### src/rmip_pkg.sv
// ----------------------------------------------------------------------------
// rmip_pkg
// Shared types and constants for the random match index picker.
// ----------------------------------------------------------------------------
`default_nettype none

package rmip_pkg;

    localparam int DATA_W    = 32;
    localparam int DEPTH     = 1024;
    localparam int ADDR_W    = (DEPTH > 1) ? $clog2(DEPTH) : 1;
    localparam int CNT_W     = $clog2(DEPTH + 1);
    localparam int IDX_W     = 10;
    localparam int OP_W      = 2;
    localparam int ST_W      = 2;
    localparam int DIV_STEPS = DATA_W;
    localparam int DSTEP_W   = $clog2(DIV_STEPS);

    localparam logic [OP_W-1:0] OP_CLEAR  = 2'd0;
    localparam logic [OP_W-1:0] OP_APPEND = 2'd1;
    localparam logic [OP_W-1:0] OP_PICK   = 2'd2;

    localparam logic [ST_W-1:0] ST_OK      = 2'd0;
    localparam logic [ST_W-1:0] ST_NOMATCH = 2'd1;
    localparam logic [ST_W-1:0] ST_FULL    = 2'd2;

    typedef struct packed {
        logic [OP_W-1:0]          opcode;
        logic signed [DATA_W-1:0] value;
        logic [DATA_W-1:0]        random_word;
    } t_in_item;

    typedef struct packed {
        logic [ST_W-1:0]  status;
        logic [IDX_W-1:0] picked_index;
    } t_out_item;

    typedef struct packed {
        logic              we;
        logic [ADDR_W-1:0] waddr;
        logic [DATA_W-1:0] wdata;
        logic [ADDR_W-1:0] raddr;
    } t_mem_req;

endpackage

`default_nettype wire

### src/rmip_div.sv
// ----------------------------------------------------------------------------
// rmip_div
// Bit-serial restoring remainder unit: dividend mod match count.
// ----------------------------------------------------------------------------
`default_nettype none

module rmip_div (
    input  wire                          i_clk,
    input  wire                          i_rst_n,
    input  wire                          i_start,
    input  wire  [rmip_pkg::DATA_W-1:0]  i_dividend,
    input  wire  [rmip_pkg::CNT_W-1:0]   i_divisor,
    output logic                         o_done,
    output logic [rmip_pkg::CNT_W-1:0]   o_rem
);
    import rmip_pkg::*;

    logic               r_busy;
    logic               r_done;
    logic [DSTEP_W-1:0] r_step;
    logic [DATA_W-1:0]  r_dvd;
    logic [CNT_W-1:0]   r_dsr;
    logic [CNT_W-1:0]   r_rem;
    logic [CNT_W:0]     w_trial;
    logic [CNT_W:0]     w_diff;
    logic               w_ge;

    // partial remainder stays below the divisor, so the trial fits CNT_W+1 bits
    assign w_trial = {r_rem, r_dvd[DATA_W-1]};
    assign w_diff  = w_trial - {1'b0, r_dsr};
    assign w_ge    = (w_trial >= {1'b0, r_dsr});

    always_ff @(posedge i_clk) begin
        if (!i_rst_n) begin
            r_busy <= 1'b0;
            r_done <= 1'b0;
            r_step <= '0;
        end else begin
            r_done <= 1'b0;
            if (i_start) begin
                r_busy <= 1'b1;
                r_step <= '0;
            end else if (r_busy) begin
                r_step <= r_step + 1'b1;
                if (r_step == DSTEP_W'(DIV_STEPS - 1)) begin
                    r_busy <= 1'b0;
                    r_done <= 1'b1;
                end
            end
        end
    end

    always_ff @(posedge i_clk) begin
        if (i_start) begin
            r_dvd <= i_dividend;
            r_dsr <= i_divisor;
            r_rem <= '0;
        end else if (r_busy) begin
            r_dvd <= {r_dvd[DATA_W-2:0], 1'b0};
            r_rem <= w_ge ? w_diff[CNT_W-1:0] : w_trial[CNT_W-1:0];
        end
    end

    assign o_done = r_done;
    assign o_rem  = r_rem;

endmodule

`default_nettype wire

### config.mk
export PLATFORM = sky130hd
export DESIGN_NAME = rmip_div
export DESIGN_NICKNAME = d
export VERILOG_FILES = /design/src/rmip_pkg.sv /design/src/rmip_div.sv
export SDC_FILE = /design/constraint.sdc
export NUM_CORES = 1
export LEC_CHECK = 0
export CAP_MARGIN = 10
export CORE_ASPECT_RATIO = 0.5
export CORE_UTILIZATION = 56
export DETAILED_ROUTE_END_ITERATION = 7
export DONT_BUFFER_PORTS = 1
export GPL_ROUTABILITY_DRIVEN = 0
export PLACE_DENSITY = 0.71
export SLEW_MARGIN = 10
export SYNTH_ARGS = -nofsm -noshare
export SYNTH_HDL_FRONTEND = slang
export SYNTH_SLANG_ARGS = --single-unit
### constraint.sdc
create_clock -name i_clk -period 5.75 [get_ports i_clk]
set_input_delay 0.575 -clock i_clk [delete_from_list [all_inputs] [get_ports i_clk]]
set_output_delay 0.575 -clock i_clk [all_outputs]
set_load 0.02 [all_outputs]
==> reports/qor.txt, run 1 <==
Postcts setup bufs - 0
Asr flop ratio synth - 0
Pwr Total - 1.01 mW
Most numerous cell in the Yosys netlist - edfxtp_1
Logic pwr share - 0.100
R2r setup slk - 2.93 ns
Worst Hold End - o_rem[6]
Root buf cell - clkbuf_8
Dominant synthesized flop cell - edfxtp_1
Filler cell count - 403
Achievable Freq - 354 MHz
Number of top-level pins - 58
Cell variety after synth - 42
Max incr delay on CP - 0.51 ns
Post-synth EDFFs - 43
Die Span X - 105 µm
Skew final - 0.00740 ns
Post-synthesis sequential area ratio - 0.552
Crit share post-route - 0.491
VDD IR-drop max - 0.000172 V
Top post-synthesis cells by count - edfxtp_1 (43), mux2_2 (33), nor2_1 (19)
Synth Cell Area - 2990 µm²
Synth area leaders - edfxtp_1 (43%), mux2_2 (12%), dfxtp_1 (12%)
Worst path slowest cell - dfxtp_1
Dpl ws - 2.96 ns
Synthesis-to-layout area growth - 8.57%
Final hold vios - 0
Setup Viol. Count Final - 0
Core Region - 5020 µm²
Critical Path RT - 6.00 ns
Clock-pin slew on the worst setup and hold paths - 0.07 ns
Drt drc - 0
R2R depth - 8
Final Slew Violations - 0
Cells resized by post-CTS repair - 0
Pin count of the biggest net entering global routing - 51
Max Cap Viol - 0
Sw frac - 0.244
Die area - 5660 µm²
Final nets - 309
Post-detail-place hpwl - 3720 µm
CP arrival - 3.08 ns
Mean Syn Cell Area - 12.3 µm²
Critical-path maximum fanout - 8
Total negative slack - 0 ns
Post-layout minimum cycle time - 2.82 ns
CP Launch Type - register
CTS Hold Bufs - 0
Worst R2R End - o_rem[6]
H-tree levels - 3
Pwr Density - 310 nW/µm²
Worst Slack Setup Final - 2.93 ns
Vias - 1,858
Post-synth top area share - 0.432
Inserted Clock Buffers - 9
Post-synth net total - 304
Hold path start - i_start
Wire length of the first global-routing pass - 8290 µm
Pre-antenna DRT Iters - 4
Slew HR - 0.214
Clk sinks - 61
Unrepaired setup endpoints after global routing - no
Initial antenna violation count - 0
Synth Register Bits - 61
Worst setup path class - register to register
CTS tree - built
Mean number of vias per cell - 5.73
Row count - 18
Grt ovf - 0
Initial Utilization - 0.596
Total wire length - 5260 µm
Diode count - 0
Crit path capture type - register
Reg-to-reg critical path startpoint - o_rem[0]
Layout cell share with drive strength beyond 1 - 0.209
Outcome - complete, no violations
Post-synth top area cell - edfxtp_1
Min-Delay Path Depth - 1
Sequential share of power - 0.525
Leakage - 1.25 nW
Cell count after synthesis - 244
Cell Chain, Critical Path - inv_1, fa_1, nand2b_2, o2bb2ai_2, a211o_1, and2_1, or3b_1, a311oi_2
DRT iter0 DRCs - 68
Die extent in y - 53.7 µm
Psw - 0.245 mW
Clk pwr share - 0.375
Warnings from Yosys - 0
Worst Tran Pin Value - 1.18 ns
Routed length per instance - 16.2 µm
All-Layer GR Usage - 0.203
Port buffer count - 0
Int Power - 0.761 mW
Max Buffers Root-to-Sink - 2
Post-route ant nets - 0
Vias in the first global route - 1,804
Worst-skew pair later-pin latency - 0.34 ns
Hold Crit Class - primary input to register
[cell type report]
type                       instances  area (µm²)  share of cell area
clock buffer                       9         124              0.0381
clock inverter                     7        75.1              0.0231
tap                               70        87.6              0.0270
sequential                        61        1650               0.508
inverter                          16        60.1              0.0185
multi-input combinational        161        1250               0.385
[layer usage]
layer / GRT usage / part of all wire
met1: 0.237 / 0.44
met2: 0.334 / 0.47
met3: 0.0908 / 0.082
met4: 0.0915 / 0.013
met5: 0 / 0
[per-stage QoR]
step                      std cells  hold WS [ns]   util  instance area, µm²
after detailed placement        308         0.500  0.607                3050
after global placement          308         0.485  0.607                3050
after CTS                       324         0.291  0.647                3250
after floorplan                 244         0.467      -                2990
after global routing            324         0.297  0.647                3250
final                           324         0.312  0.647                3250
[registers in the layout, summed over array words and instances, names as in the netlist]
signal,count
o_done,1
o_rem,11
r_dvd,32
r_step,5
r_busy,1
r_dsr,11
[cell families (layout without fill, tap and decap cells)]
family                     Yosys count  count (layout)  share of synthesized area
AOI/OAI and AO/OA                   49              49                      0.112
buffers and inverters               22              32                     0.0301
xor gates and xnor gates             7               7                     0.0205
and+or+nand+nor                     55              55                     0.0903
DFF                                 61              61                      0.552
muxes                               36              36                      0.134
adders and majority gates           14              14                     0.0611
[worst max-delay path: cells and delay by family (launching register included)]
family	cells	cell delay, ns
and+or+nand+nor	3	0.90
AOI/OAI and AO/OA	3	0.73
DFF	1	0.51
adders and majority gates	1	0.47
buffers and inverters	1	0.13
[worst max-delay path by stage]
stage | from | to | slack (ns) | cells past startpoint
after floorplan | o_rem[0] | o_rem[6] | 3.12 | 9
after global placement | o_rem[0] | o_rem[6] | 3.03 | 8
after detailed placement | o_rem[0] | o_rem[6] | 2.96 | 8
after CTS | o_rem[0] | o_rem[6] | 2.94 | 8
after global routing | o_rem[0] | o_rem[6] | 2.79 | 8
final | o_rem[0] | o_rem[6] | 2.93 | 8
[layout by cell type (no fill, tap or decap), drive strengths merged, types with 4 or more instances in the layout]
master,n
a21oi,12
clkbuf,9
dfxtp,18
edfxtp,43
ha,13
inv,17
mux2,33
nand2,13
nand2b,4
nor2,19
nor3,4
o21a,5
o21ai,14
xnor2,4
[power by group through the flow]
stage	Clock (mW)	Sequential (mW)	Combinational (mW)
after CTS	0.386	0.529	0.101
final	0.378	0.529	0.100
after floorplan	0	0.532	0.0889
after global routing	0.401	0.533	0.112
after global placement	0	0.537	0.0970
after detailed placement	0	0.539	0.100
(Power assumes the default switching activity.)
==> run 2: changes to the inputs <==
ABC_AREA = 1   (was not set)
clock period = 2.8 ns   (was 5.75 ns; I/O delays follow)
==> run 2 against run 1 <==
  * Critical endpoint is now o_rem[1]
  * Largest cell class unchanged
  * Clock-buffer cell count is 3 higher
  * Design area up 9.6%
  * Global-route usage up 3.2 points
  * Sequential share of layout area decreased by 4.5 points
  * Non-clock buffer count increased by 2
  * Critical path depth grew 4
  * Via count is 35% higher
  * Critical path type unchanged
  * Synthesized cell count rose by 65%
==> reports/qor.txt, run 2 <==
Total wire length - 6470 µm (+23%)
Layout cell share with drive strength beyond 1 - 0.0811 (-0.128)
Cells resized by post-CTS repair - 0 (unchanged)
Final Hold Slack - 0.0543 ns (-0.258 ns)
Dpl ws - 0.562 ns (-2.39 ns)
Clk sinks - 61 (unchanged)
Top post-synthesis cells by count - nand2_1 (167), inv_1 (60), edfxtp_1 (43)
Final cell utilization of the core - 0.640 (-0.00661)
Root buf cell - clkbuf_16
Synthesis-to-layout area growth - 8.25%
Core Region - 5560 µm² (+11%)
Post-synth EDFFs - 43 (unchanged)
Initial antenna violation count - 0 (unchanged)
Setup Viol. Count Final - 0 (unchanged)
Reg-to-reg critical path startpoint - o_rem[0]
Synth Cell Area - 3290 µm² (+10%)
DP Cell Count - 465 (+51%)
Worst R2R End - o_rem[1]
Final instance area - 3560 µm² (+9.6%)
Final nets - 463 (+50%)
Clock-pin slew on the worst setup and hold paths - 0.05 ns (-0.02 ns)
Met3 WL post-DR - 483 µm (+12%)
Pwr Density - 618 nW/µm² (+99%)
VDD IR-drop max - 0.000497 V (+190%)
Crit path capture type - register
Inserted Clock Buffers - 9 (unchanged)
Cell variety after synth - 30 (-29%)
CTS tree - built
Max incr delay on CP - 0.47 ns (-0.04 ns)
Top sig layer - met4
Post-synth top area share - 0.393 (-0.0391)
Post-layout minimum cycle time - 2.28 ns (-0.548 ns)
Number of top-level pins - 58 (unchanged)
Final Slew Violations - 0 (unchanged)
Worst path depth - 12 (+4)
Post-synthesis sequential area ratio - 0.502 (-0.0500)
Vias - 2,503 (+35%)
Unrepaired setup endpoints after global routing - no
Row count - 19 (+1)
Outcome - complete, no violations
Routed length per instance - 13.5 µm (-17%)
Drt drc - 0 (unchanged)
Pre-antenna DRT Iters - 5 (+1)
Max Buffers Root-to-Sink - 2 (unchanged)
CP Buf/Inv Count - 2 (+1)
Cell mode on critical path - nand2_1
Initial Utilization - 0.591 (-0.00435)
Synth Register Bits - 61 (unchanged)
Hold path start - i_divisor[0]
Postcts setup bufs - 0 (unchanged)
Total negative slack - 0 ns (unchanged)
Die area - 6200 µm² (+9.7%)
Dominant synthesized flop cell - edfxtp_1
Worst setup path class - register to register
CP arrival - 2.47 ns (-0.61 ns)
Asr flop ratio synth - 0 (unchanged)
Diode count - 0 (unchanged)
Pin count of the biggest net entering global routing - 48 (-5.9%)
Largest register by flop count - r_dvd
Met1 wire length - 2990 µm (+30%)
Cell Chain, Critical Path - inv_1, fa_1, inv_1, nand2_1, nand2_1, nand2_2, nand2_1, nand2_2, nand3_2, nand2_1, nand3_1, o21ai_0
Worst-skew pair later-pin latency - 0.32 ns (-0.02 ns)
Hold Crit Class - primary input to register
Critical-path maximum fanout - 12 (+4)
R2r setup slk - 0.52 ns (-2.40 ns)
Commonest non-fill, non-tap cells in the layout - nand2_1 (167), inv_1 (60), edfxtp_1 (43)
CTS Hold Bufs - 0 (unchanged)
Post-route ant nets - 0 (unchanged)
Worst Slack Setup Final - 0.523 ns (-2.40 ns)
Worst Tran Pin Value - 0.874 ns (-0.305 ns)
Cell count after synthesis - 403 (+65%)
H-tree levels - 3 (unchanged)
Critical Path RT - 2.99 ns (-3.01 ns)
Max Cap Viol - 0 (unchanged)
Wire length of the first global-routing pass - 10,800 µm (+30%)
Crit share post-route - 0.813 (+0.322)
R2R depth - 12 (+4)
Mean number of vias per cell - 5.21 (-9.1%)
Largest register FFs - 32 (unchanged)
All-Layer GR Usage - 0.235 (+0.0316)
Crit. Startpoint - o_rem[0]
Wire length on met2 - 2940 µm (+19%)
Commonest non-fill, non-tap cell in the layout - nand2_1
Achievable Freq - 439 MHz (+24%)
Die Span X - 110 µm (+4.8%)
Worst path slowest cell - dfxtp_1
Placed Area - 3310 µm² (+8.6%)
Min-Delay Path Depth - 0 (-1)
Post-synth net total - 463 (+52%)
Mean Syn Cell Area - 8.16 µm² (-33%)
CP delay by family, top - simple AND/OR/NAND/NOR gates
Post-synth top area cell - edfxtp_1
CP Launch Type - register
Post-route insts no fill - 480 (+48%)
Pwr Total - 2.20 mW (+120%)
Post-detail-place hpwl - 4760 µm (+28%)
Die extent in y - 56.2 µm (+4.7%)
Warnings from Yosys - 0 (unchanged)
Port buffer count - 0 (unchanged)
Skew final - 0.00628 ns (-0.00113 ns)
Grt ovf - 0 (unchanged)
Vias in the first global route - 2,431 (+35%)
DRT iter0 DRCs - 180 (+160%)
Slew HR - 0.417 (+0.203)
Final hold vios - 0 (unchanged)
Worst Hold End - r_dsr[0]
Synth area leaders - edfxtp_1 (39%), nand2_1 (19%), dfxtp_1 (11%)
Leakage - 1.75 nW (+40%)
Most numerous cell in the Yosys netlist - nand2_1
-- run 2: cell types whose count changed in the layout (fill, tap and decap cells not counted), sizes merged, moves of 5 or more --
| cell | previous run | this run |
|---|---|---|
| nor2 | 19 | 14 |
| mux2 | 33 | 0 |
| a21oi | 12 | 7 |
| nand2 | 13 | 174 |
| o21ai | 14 | 7 |
| inv | 17 | 62 |
| nand4 | 3 | 14 |
| nand3 | 1 | 27 |
-- run 2: worst register-to-register path, stage by stage (launching register included) --
cell	delay (ns)
dfxtp_1	0.47
inv_1	0.14
fa_1	0.47
inv_1	0.10
nand2_1	0.05
nand2_1	0.09
nand2_2	0.06
nand2_1	0.07
nand2_2	0.15
nand3_2	0.28
nand2_1	0.09
nand3_1	0.08
o21ai_0	0.09
-- run 2: layer usage --
metal | up-vias | global-route usage
met4 | 0 | 0.0677
met2 | 82 | 0.356
met3 | 7 | 0.0867
met5 | - | 0
met1 | 1140 | 0.317
li1 | 1274 | -
-- run 2: cell families (layout without fill, tap and decap cells) --
logic type               count (synthesis)  after routing  synth area share
AO/OA/AOI/OAI                           17             17            0.0301
XOR/XNOR                                 3              3           0.00799
adder cells (fa/ha/maj)                 14             14            0.0555
buffers and inverters                   75             79            0.0966
flip-flops                              61             61             0.502
AND/OR/NAND/NOR                        233            233             0.308
-- run 2: report_power, final --
group	switching, mW	leakage, nW	total (mW)	internal [mW]
combinational	0.133	1.05	0.197	0.0642
sequential	0.0273	0.582	1.08	1.05
clock	0.343	0.124	0.929	0.586
total	0.503	1.75	2.20	1.70
-- run 2: area by class of cell --
class | count | area [µm²]
Multi-Input combinational cell | 267 | 1320
Fill cell | 493 | 2000
Sequential cell | 61 | 1650
Inverter | 62 | 233
Timing Repair Buffer | 2 | 15.0
Clock inverter | 3 | 13.8
Clock buffer | 12 | 236
Tap cell | 73 | 91.3
-- run 2: how the worst max path moves through the flow --
| stage | endpoint | slack [ns] |
|---|---|---|
| final | o_rem[1] | 0.52 |
| after global routing | o_rem[1] | 0.37 |
| after CTS | o_rem[1] | 0.53 |
| after detailed placement | o_rem[1] | 0.56 |
| after global placement | o_rem[1] | 0.60 |
| after floorplan | o_rem[3] | 0.87 |
==> run 3: changes to the inputs <==
clock period = 2.18 ns   (was 2.8 ns; I/O delays follow)
==> run 3 against run 2 <==
  * Hold slack worse by 0.019 ns
  * Clock power grew 35%
  * Critical endpoint is now o_rem[4]
  * Total power increased by 32%
  * Highest routed layer unchanged
  * Register-to-register slack lost 0.28 ns
  * Global-route usage rose by 2.2 points
  * Non-clock buffer count up 26
==> reports/qor.txt, run 3 (synthesis results as in run 2) <==
Outcome - complete, no violations
Max Buffers Root-to-Sink - 2 (unchanged)
Skew final - 0.00740 ns (+0.00113 ns)
Total wire length - 6930 µm (+7.1%)
Diode count - 0 (unchanged)
Wire length of the first global-routing pass - 11,700 µm (+7.9%)
Final Slew Violations - 0 (unchanged)
Cell mode on critical path - nand2_1
Root buf cell - clkbuf_16
Post-route ant nets - 0 (unchanged)
Grt ovf - 0 (unchanged)
H-tree levels - 3 (unchanged)
Top sig layer - met4
Total negative slack - 0 ns (unchanged)
Final hold vios - 0 (unchanged)
Initial antenna violation count - 0 (unchanged)
Largest register by flop count - r_dvd
Int Power - 2.20 mW (+30%)
Pin count of the biggest net entering global routing - 38 (-21%)
Synthesis-to-layout area growth - 16.0%
Largest register FFs - 32 (unchanged)
Commonest non-fill, non-tap cells in the layout - nand2_1 (167), inv_1 (59), edfxtp_1 (43)
Clk pwr share - 0.428 (+0.006)
Max Cap Viol - 0 (unchanged)
DRT iter0 DRCs - 183 (+1.7%)
CP delay by family, top - adder cells
Critical Path RT - 2.44 ns (-0.55 ns)
CTS tree - built
Post-layout minimum cycle time - 1.94 ns (-0.337 ns)
Final Hold Slack - 0.0357 ns (-0.0186 ns)
Crit share post-route - 0.890 (+0.0766)
CP Launch Type - register
Number of top-level pins - 58 (unchanged)
Worst-skew pair later-pin latency - 0.33 ns (about the same)
Port buffer count - 0 (unchanged)
Met3 WL post-DR - 486 µm (+0.62%)
Commonest non-fill, non-tap cell in the layout - nand2_1
Initial Utilization - 0.591 (unchanged)
All-Layer GR Usage - 0.257 (+0.0217)
Logic pwr share - 0.099 (+0.010)
Die area - 6200 µm² (unchanged)
Unrepaired setup endpoints after global routing - no
Vias in the first global route - 2,590 (+6.5%)
Inserted Clock Buffers - 9 (unchanged)
Core Region - 5560 µm² (unchanged)
Wire length on met2 - 3260 µm (+11%)
Psw - 0.705 mW (+40%)
Clk sinks - 61 (unchanged)
Sw frac - 0.242 (+0.0138)
Drt drc - 0 (unchanged)
Row count - 19 (unchanged)
CP Buf/Inv Count - 3 (+1)
Cell Chain, Critical Path - inv_1, ha_1, fa_2, inv_2, nand2_1, nand2_1, nand2_2, nand2_1, nand2_2, buf_4, nand4_1, nand3_1, o21ai_1
Pwr Total - 2.91 mW (+32%)
Max incr delay on CP - 0.37 ns (-0.10 ns)
Worst path slowest cell - fa_2
Vias - 2,644 (+5.6%)
Worst Tran Pin Value - 0.855 ns (-0.0183 ns)
Hold Crit Class - primary input to register
Sequential share of power - 0.472 (-0.017)
Die Span X - 110 µm (unchanged)
Setup Viol. Count Final - 0 (unchanged)
Worst setup path class - register to register
Clock-pin slew on the worst setup and hold paths - 0.06 ns (about the same)
Final nets - 489 (+5.6%)
Postcts setup bufs - 0 (unchanged)
Mean number of vias per cell - 5.23 (+0.21%)
Routed length per instance - 13.7 µm (+1.6%)
Met1 wire length - 3090 µm (+3.2%)
Layout cell share with drive strength beyond 1 - 0.118 (+0.0367)
VDD IR-drop max - 0.000848 V (+71%)
Pwr Density - 763 nW/µm² (+23%)
Critical-path maximum fanout - 11 (-1)
Die extent in y - 56.2 µm (unchanged)
Slew HR - 0.429 (+0.0122)
Pre-antenna DRT Iters - 5 (unchanged)
CP arrival - 2.20 ns (-0.27 ns)
Post-detail-place hpwl - 4660 µm (-2.0%)
Crit path capture type - register
Achievable Freq - 516 MHz (+17%)
Leakage - 1.88 nW (+7.1%)
run 3: cell count changes in the layout (fill, tap and decap cells not counted), moves of 2 or more:
| cell | change |
|---|---|
| buf_4 | +13 |
| clkbuf_1 | -2 |
| dlygate4sd3_1 | +12 |
| clkinvlp_4 | +2 |
run 3: layer usage:
metal,vias up,global-route usage
li1,1329,-
met1,1209,0.336
met2,98,0.392
met3,8,0.0902
met4,0,0.0977
met5,-,0
run 3: layout make-up:
type / count / area [µm²]
clock buffer: 10 / 229
clock inverter: 5 / 28.8
fill: 456 / 1750
inverter: 62 / 233
multi-input combinational: 267 / 1330
sequential: 61 / 1650
tap: 73 / 91.3
timing repair buffer: 28 / 253
run 3: path summary, 6_finish.rpt:
kind | from | end | slack, ns | depth (start not counted)
max | r_dvd[31] | o_rem[4] | 0.24 | 13
max reg2reg | r_dvd[31] | o_rem[4] | 0.24 | 13
min | i_rst_n | r_busy | 0.04 | 2
min reg2reg | r_step[4] | r_step[4] | 0.48 | 2
run 3: metrics by stage:
stage	setup WS (ns)	utilization	cell area [µm²]	instances
final	0.240	0.686	3820	506
after global routing	0.0669	0.686	3820	506
after CTS	0.115	0.684	3810	506
after detailed placement	0.115	0.616	3430	479
after global placement	0.194	0.616	3430	479
after floorplan	0.246	-	3290	403
run 3: worst register-to-register path, stage by stage (launching register included):
cell and delay (ns):
edfxtp_1 0.32, inv_1 0.05, ha_1 0.22, fa_2 0.37, inv_2 0.08, nand2_1 0.05
nand2_1 0.09, nand2_2 0.07, nand2_1 0.07, nand2_2 0.07, buf_4 0.19, nand4_1 0.11
nand3_1 0.10, o21ai_1 0.08
run 3: power groups by stage:
stage	Sequential, mW	Clock (mW)	Combinational [mW]
2_1_floorplan	1.39	0	0.210
3_3_place_gp	1.39	0	0.256
3_5_place_dp	1.40	0	0.265
4_1_cts	1.37	1.27	0.287
5_1_grt	1.38	1.32	0.331
6_report	1.37	1.25	0.289
run 3: timing repair:
| item | in CTS | in global routing |
|---|---|---|
| endpoints found under the setup margin | 0 | 11 |
| hold endpoints to repair | 22 | 0 |
| resized for setup | 0 | 3 |
| hold buffers | 12 | 0 |
